`src/rtl/lr_pkg.sv`:
```
`default_nettype none

package lr_pkg;

   localparam int COORD_BITS_DEFAULT = 12;

   localparam int WIN_BITS = 12;
   localparam logic [WIN_BITS-1:0] WIN_HEIGHT_RESET = 12'd500;

   typedef enum logic [0:0] {
      ACTION_LOAD = 1'b0,
      ACTION_STEP = 1'b1
   } action_type;

endpackage

`default_nettype wire

```
`src/rtl/line_rasterizer_top.sv`:
```
// a request that makes a pixel shows it on rsp_valid in the cycle after it is accepted
// throughput: one request per cycle while req_stall is low; each step updates the line state
// req_stall is high only while a held pixel is stalled on the response side
// reset (synchronous, active high) clears the line state to idle and sets window_height to 500
`default_nettype none

module line_rasterizer_top #(
   parameter int COORD_BITS = lr_pkg::COORD_BITS_DEFAULT
) (
   input  wire                                   clock,
   input  wire                                   reset,

   input  wire                                   req_valid,
   output logic                                  req_stall,
   input  wire                                   req_action,
   input  wire        [COORD_BITS-1:0]           req_x_start,
   input  wire        [COORD_BITS-1:0]           req_y_start,
   input  wire        [COORD_BITS-1:0]           req_x_end,
   input  wire        [COORD_BITS-1:0]           req_y_end,

   output logic                                  rsp_valid,
   input  wire                                   rsp_stall,
   output logic       [COORD_BITS-1:0]           rsp_pixel_x,
   output logic signed [COORD_BITS:0]            rsp_pixel_y,
   output logic                                  rsp_last_pixel,

   input  wire                                   csr_valid,
   output logic                                  csr_ready,
   input  wire        [lr_pkg::WIN_BITS-1:0]     csr_window_height
);

   localparam int C       = COORD_BITS;
   localparam int DecBits = COORD_BITS + 2;
   localparam int PyCalc  = ((lr_pkg::WIN_BITS > COORD_BITS) ? lr_pkg::WIN_BITS : COORD_BITS) + 1;

   // line state
   logic                      running_ff, running_in;
   logic                      axes_swapped_ff, axes_swapped_in;
   logic [C-1:0]              major_pos_ff, major_pos_in;
   logic [C-1:0]              minor_pos_ff, minor_pos_in;
   logic [C-1:0]              major_stop_ff, major_stop_in;
   logic                      major_negative_ff, major_negative_in;
   logic                      minor_negative_ff, minor_negative_in;
   logic [DecBits-1:0]        decision_ff, decision_in;
   logic [C:0]                step_straight_ff, step_straight_in;
   logic [DecBits-1:0]        step_diagonal_ff, step_diagonal_in;

   logic [lr_pkg::WIN_BITS-1:0] window_height_ff;

   logic                      rsp_valid_ff, rsp_valid_in;
   logic [C-1:0]              rsp_pixel_x_ff, rsp_pixel_x_in;
   logic [C:0]                rsp_pixel_y_ff, rsp_pixel_y_in;
   logic                      rsp_last_pixel_ff, rsp_last_pixel_in;

   logic                      accept;
   lr_pkg::action_type        action;

   // load setup
   logic [C:0]                dx, dy, dx_neg, dy_neg;
   logic [C-1:0]              span_x, span_y, dmaj, dmin;
   logic                      swap;
   logic                      degenerate;

   // step datapath
   logic                      go_diag;
   logic [DecBits-1:0]        dec_add;
   logic [C-1:0]              major_step, minor_step;

   // pixel
   logic                      emit;
   logic [C-1:0]              emit_x, emit_y;
   logic                      emit_last;
   logic [PyCalc-1:0]         py_full;

   assign req_stall = rsp_valid_ff & rsp_stall;
   assign accept    = req_valid & ~req_stall;
   assign action    = lr_pkg::action_type'(req_action);
   assign csr_ready = 1'b1;

   assign dx     = {1'b0, req_x_end} - {1'b0, req_x_start};
   assign dy     = {1'b0, req_y_end} - {1'b0, req_y_start};
   assign dx_neg = -dx;
   assign dy_neg = -dy;
   assign span_x = dx[C] ? dx_neg[C-1:0] : dx[C-1:0];
   assign span_y = dy[C] ? dy_neg[C-1:0] : dy[C-1:0];
   assign swap   = span_x < span_y;
   assign dmaj   = swap ? span_y : span_x;
   assign dmin   = swap ? span_x : span_y;
   assign degenerate = (req_x_start == req_x_end) && (req_y_start == req_y_end);

   assign go_diag    = ~decision_ff[DecBits-1] && (decision_ff != '0);
   assign dec_add    = go_diag ? step_diagonal_ff : {1'b0, step_straight_ff};
   assign major_step = major_negative_ff ? major_pos_ff - C'(1) : major_pos_ff + C'(1);
   assign minor_step = ~go_diag ? minor_pos_ff
                     : (minor_negative_ff ? minor_pos_ff - C'(1) : minor_pos_ff + C'(1));

   always_comb begin
      running_in        = running_ff;
      axes_swapped_in   = axes_swapped_ff;
      major_pos_in      = major_pos_ff;
      minor_pos_in      = minor_pos_ff;
      major_stop_in     = major_stop_ff;
      major_negative_in = major_negative_ff;
      minor_negative_in = minor_negative_ff;
      decision_in       = decision_ff;
      step_straight_in  = step_straight_ff;
      step_diagonal_in  = step_diagonal_ff;
      emit              = 1'b0;
      emit_x            = req_x_start;
      emit_y            = req_y_start;
      emit_last         = degenerate;
      if (accept) begin
         unique case (action)
            lr_pkg::ACTION_LOAD: begin
               emit              = 1'b1;
               running_in        = ~degenerate;
               axes_swapped_in   = swap;
               major_pos_in      = swap ? req_y_start : req_x_start;
               minor_pos_in      = swap ? req_x_start : req_y_start;
               major_stop_in     = swap ? req_y_end : req_x_end;
               major_negative_in = swap ? dy[C] : dx[C];
               minor_negative_in = swap ? dx[C] : dy[C];
               decision_in       = {1'b0, dmin, 1'b0} - {2'b00, dmaj};
               step_straight_in  = {dmin, 1'b0};
               step_diagonal_in  = {1'b0, dmin, 1'b0} - {1'b0, dmaj, 1'b0};
            end
            lr_pkg::ACTION_STEP: begin
               if (running_ff) begin
                  emit         = 1'b1;
                  decision_in  = decision_ff + dec_add;
                  major_pos_in = major_step;
                  minor_pos_in = minor_step;
                  emit_x       = axes_swapped_ff ? minor_step : major_step;
                  emit_y       = axes_swapped_ff ? major_step : minor_step;
                  emit_last    = major_step == major_stop_ff;
                  running_in   = major_step != major_stop_ff;
               end
            end
            default: begin
               emit = 1'b0;
            end
         endcase
      end
   end

   assign py_full = PyCalc'(window_height_ff) - PyCalc'(emit_y);

   assign rsp_valid_in      = accept ? emit : rsp_valid_ff & rsp_stall;
   assign rsp_pixel_x_in    = emit_x;
   assign rsp_pixel_y_in    = py_full[C:0];
   assign rsp_last_pixel_in = emit_last;

   always_ff @(posedge clock) begin
      if (reset) begin
         running_ff        <= 1'b0;
         axes_swapped_ff   <= 1'b0;
         major_pos_ff      <= '0;
         minor_pos_ff      <= '0;
         major_stop_ff     <= '0;
         major_negative_ff <= 1'b0;
         minor_negative_ff <= 1'b0;
         decision_ff       <= '0;
         step_straight_ff  <= '0;
         step_diagonal_ff  <= '0;
         window_height_ff  <= lr_pkg::WIN_HEIGHT_RESET;
         rsp_valid_ff      <= 1'b0;
      end else begin
         running_ff        <= running_in;
         axes_swapped_ff   <= axes_swapped_in;
         major_pos_ff      <= major_pos_in;
         minor_pos_ff      <= minor_pos_in;
         major_stop_ff     <= major_stop_in;
         major_negative_ff <= major_negative_in;
         minor_negative_ff <= minor_negative_in;
         decision_ff       <= decision_in;
         step_straight_ff  <= step_straight_in;
         step_diagonal_ff  <= step_diagonal_in;
         rsp_valid_ff      <= rsp_valid_in;
         if (csr_valid && csr_ready) begin
            window_height_ff <= csr_window_height;
         end
      end
   end

   // pixel holding register
   always_ff @(posedge clock) begin
      if (accept && emit) begin
         rsp_pixel_x_ff    <= rsp_pixel_x_in;
         rsp_pixel_y_ff    <= rsp_pixel_y_in;
         rsp_last_pixel_ff <= rsp_last_pixel_in;
      end
   end

   assign rsp_valid      = rsp_valid_ff;
   assign rsp_pixel_x    = rsp_pixel_x_ff;
   assign rsp_pixel_y    = rsp_pixel_y_ff;
   assign rsp_last_pixel = rsp_last_pixel_ff;

endmodule

`default_nettype wire

```
`config.mk`:
```
export PLATFORM = sky130hd
export DESIGN_NAME = line_rasterizer_top
export DESIGN_NICKNAME = d
export VERILOG_FILES = /design/src/rtl/lr_pkg.sv /design/src/rtl/line_rasterizer_top.sv
export SDC_FILE = /design/constraint.sdc
export NUM_CORES = 1
export LEC_CHECK = 0
export ABC_AREA = 1
export BUFFER_PORTS_ARGS = -buffer_cell sky130_fd_sc_hd__buf_2
export CAP_MARGIN = 20
export CORE_MARGIN = 5
export CORE_UTILIZATION = 63
export DETAILED_ROUTE_END_ITERATION = 10
export GPL_ROUTABILITY_DRIVEN = 1
export PLACE_DENSITY_LB_ADDON = 0.1
export SYNTH_ARGS = -nofsm -noshare
export SYNTH_HDL_FRONTEND = slang
export SYNTH_SLANG_ARGS = --single-unit
```
`constraint.sdc`:
```
create_clock -name clock -period 11.2 [get_ports clock]
set_clock_uncertainty 0.2 [all_clocks]
set_input_delay 1.12 -clock clock [delete_from_list [all_inputs] [get_ports clock]]
set_output_delay 1.12 -clock clock [all_outputs]
set_load 0.03 [all_outputs]
```
==> impl_results.md <==
* Outcome: finished clean
* Sw Pwr at around 1300 µW
* Syn_area_per_cell at approximately 6.5 µm²
* Post-CTS setup repair buffer count at 0
* Share of the synthesized area in the top cell type at 0.166
* Total leakage power at ~0.0063 µW
* Hold violation total from the final report at 0
* EDFF count, synth at 26
* Mapped cell area at between 10000 and 15000 µm²
* Worst hold path type: register to register
* CTS Hold Buffers Added at 0
* Post-cts resize count at 0
* Max-slew headroom at 0.374
* HPWL Detailed at between 20000 and 30000 µm
* Die H at around 140 µm
* Worst vdd ir at between 0.0001 and 0.00015 V
* Combinational share of power at 0.580
* Yosys warns at 0
* Grt ovf at 0
* CTS root buffer: clkbuf_16
* Via density at between 5 and 6
* Nets at between 1.5k and 2k
* CP Launch Type: input port
* Pwr dens at approximately 210 nW/µm²
* Number of routed nets with antenna violations at 0
* Seq/Total Area, Yosys at 0.236
* I/O pin total at 95
* Setup TNS at 0 ps
* Yosys cell types at 50
* Synth Instances at between 1.5k and 2k
* CTS Sinks at 118
* Largest net degree at the start of global routing at 86
* Worst-path clk slew at ~60 ps
* Final critical-path share of the clock period at 0.642
* Total routed wirelength at roughly 35000 µm
* Max-Cap Viols at 0
* Min-delay src: step_diagonal_ff[2]
* CTS tree: done
* Via count at 11.8k
* Placed Area at 11600 µm²
* Ant. Diodes at 0
* FP Rows at 48
* Final worst path period need at just over 7000 ps
* Syn nets at roughly 1.9k
* Crit end category: register
* Area contributors post-synth: dfxtp_1 17%, nand2_1 13%, ha_1 10%
* Critical path data arrival time at around 7300 ps
* Wirelength per Cell at between 15 and 20 µm
* Core area at around 17000 µm²
* Worst Path Class, Setup: input port to register
* Clock power share at 0.217
* RD Place Congestion at 1.03
* Max stage delay cell, worst path: buf_4
* FF-to-FF setup slack at approximately 5600 ps
* DRT Pass-1 Iters at 6
* Synth Flop Type: dfxtp_1
* RSZ-0062 raised after global routing: false
* Maximum clock frequency at roughly 140 MHz
* Vias in the first global route at 11.0k
* Final slew viol count at 0
* Critical path origin: req_x_start[6]
* Die width at 143 µm
* Initial antenna violation count at 1
* Initial Util at 0.641
* Slew @ Worst Pin at ~940 ps
* Starting DRT DRC Count at around 1.4k
* CP required at ~11000 ps
* H-tree levels at 4
* Pint at between 1000 and 1500 µW
* Final Cell Area at between 10000 and 15000 µm²
* CP peak stage delay at approximately 690 ps
* Util after Layout at 0.708
* RR Startpoint: decision_ff[2]
* CP most frequent cell: nand2_1
* Die area at approximately 20000 µm²
* Synth async-reset ratio at 0
* Yosys top cell by area: dfxtp_1
* DRC Markers at 0
* First-pass GRT wire length at ~57000 µm
* Share of layout cells above drive strength 1 at 0.108
* Final setup violation count at 0
* P&R area growth vs syn at 10.4%
* Sw Ratio at 0.494
* Deepest clock path buffer count at 2
* Part of the power in registers at 0.203
* Clock latency on the worst-skew pair at 420 ps
* Top fanout value on the critical path at between 80 and 90
* Flops & latches, synth at ~120
* Buffers added on ports at 93
* CTS Buf Count at 17
* Total track usage at 0.351
==> layout by cell type, fill, tap and decap left out, types with 15 or more instances in the layout <==
| cell type | n |
|---|---|
| xnor2_1 | 15 |
| nand4_1 | 17 |
| buf_2 | 93 |
| nand3_1 | 111 |
| nor2_1 | 97 |
| clkbuf_16 | 17 |
| nand2_1 | 383 |
| dfxtp_1 | 92 |
| o21ai_0 | 162 |
| inv_1 | 231 |
| a31oi_1 | 22 |
| a21oi_1 | 161 |
| ha_1 | 91 |
| o21ai_1 | 20 |
| edfxtp_1 | 26 |
| or2_2 | 15 |
| o211ai_1 | 20 |
| xor2_1 | 47 |
| o21bai_1 | 28 |
==> area by class of cell <==
class | count | area, µm²
Multi-Input combinational cell | 1285 | 7290
Fill cell | 1475 | 5060
Sequential cell | 118 | 2620
Inverter | 240 | 901
Timing Repair Buffer | 104 | 548
Clock buffer | 17 | 425
Tap cell | 225 | 282
Clock inverter | 15 | 169
==> cell families (layout without fill, tap and decap cells) <==
logic type | Yosys count | in the layout | share of synthesized area
AO/OA/AOI/OAI | 453 | 453 | 0.230
XOR/XNOR | 63 | 63 | 0.0515
adder cells (fa/ha/maj) | 98 | 98 | 0.115
buffers and inverters | 303 | 376 | 0.107
flip-flops | 118 | 118 | 0.236
other | 1 | 1 | 0.000338
AND/OR/NAND/NOR | 670 | 670 | 0.260
==> power by group through the flow <==
stage | Combinational (µW) | Clock, µW | Sequential [µW]
after global routing | 1660 | 582 | 526
after detailed placement | 1430 | 0 | 528
final | 1490 | 558 | 521
after floorplan | 1100 | 0 | 535
after global placement | 1410 | 0 | 527
after CTS | 1450 | 559 | 520
==> registers in the layout, summed over array words and instances, names as in the netlist <==
name	flops
step_straight_ff	12
major_pos_ff	12
step_diagonal_ff	13
rsp_pixel_x	12
decision_ff	14
major_stop_ff	12
axes_swapped_ff	1
major_negative_ff	1
minor_negative_ff	1
window_height_ff	12
rsp_pixel_y	13
minor_pos_ff	12
rsp_valid	1
running_ff	1
rsp_last_pixel	1
==> cells in the mapped netlist, drive strengths merged, types with 22 or more instances <==
cell      n
o21bai   29
xor2     47
nor2    101
a21oi   166
ha       91
inv     237
dfxtp    92
a31oi    22
nand2   397
nand3   118
clkbuf   47
edfxtp   26
o21ai   185
==> stage by stage <==
step | instances | setup WS, ps | hold slack (ps) | total power (µW)
2_1_floorplan | 1706 | 5100 | 225 | 1630
3_3_place_gp | 1972 | 3990 | 248 | 1930
3_5_place_dp | 1972 | 3760 | 256 | 1960
4_1_cts | 2004 | 4170 | 266 | 2520
5_1_grt | 2004 | 3260 | 293 | 2770
6_report | 2004 | 4010 | 263 | 2570
==> critical path, delay by kind of cell <==
kind                       cells  cell delay (ps)
AOI/OAI and AO/OA              8             1550
xor gates and xnor gates       1              270
adders and majority gates      3             1140
buffers and inverters          5             1160
and+or+nand+nor               18             2050
==> metal layers <==
metal / vias up / track usage / share of wire
li1: 5818 / - / -
met1: 5212 / 0.481 / 0.41
met2: 651 / 0.550 / 0.44
met3: 89 / 0.0887 / 0.12
met4: 2 / 0.101 / 0.025
met5: - / 0 / 0.00020
==> worst paths after layout <==
check	endpoint	cells after the start
min	step_diagonal_ff[2]	2
max reg2reg	rsp_pixel_y[11]	22
min reg2reg	step_diagonal_ff[2]	2
max	decision_ff[11]	35
Note: power is estimated with default switching activity, not from simulation.
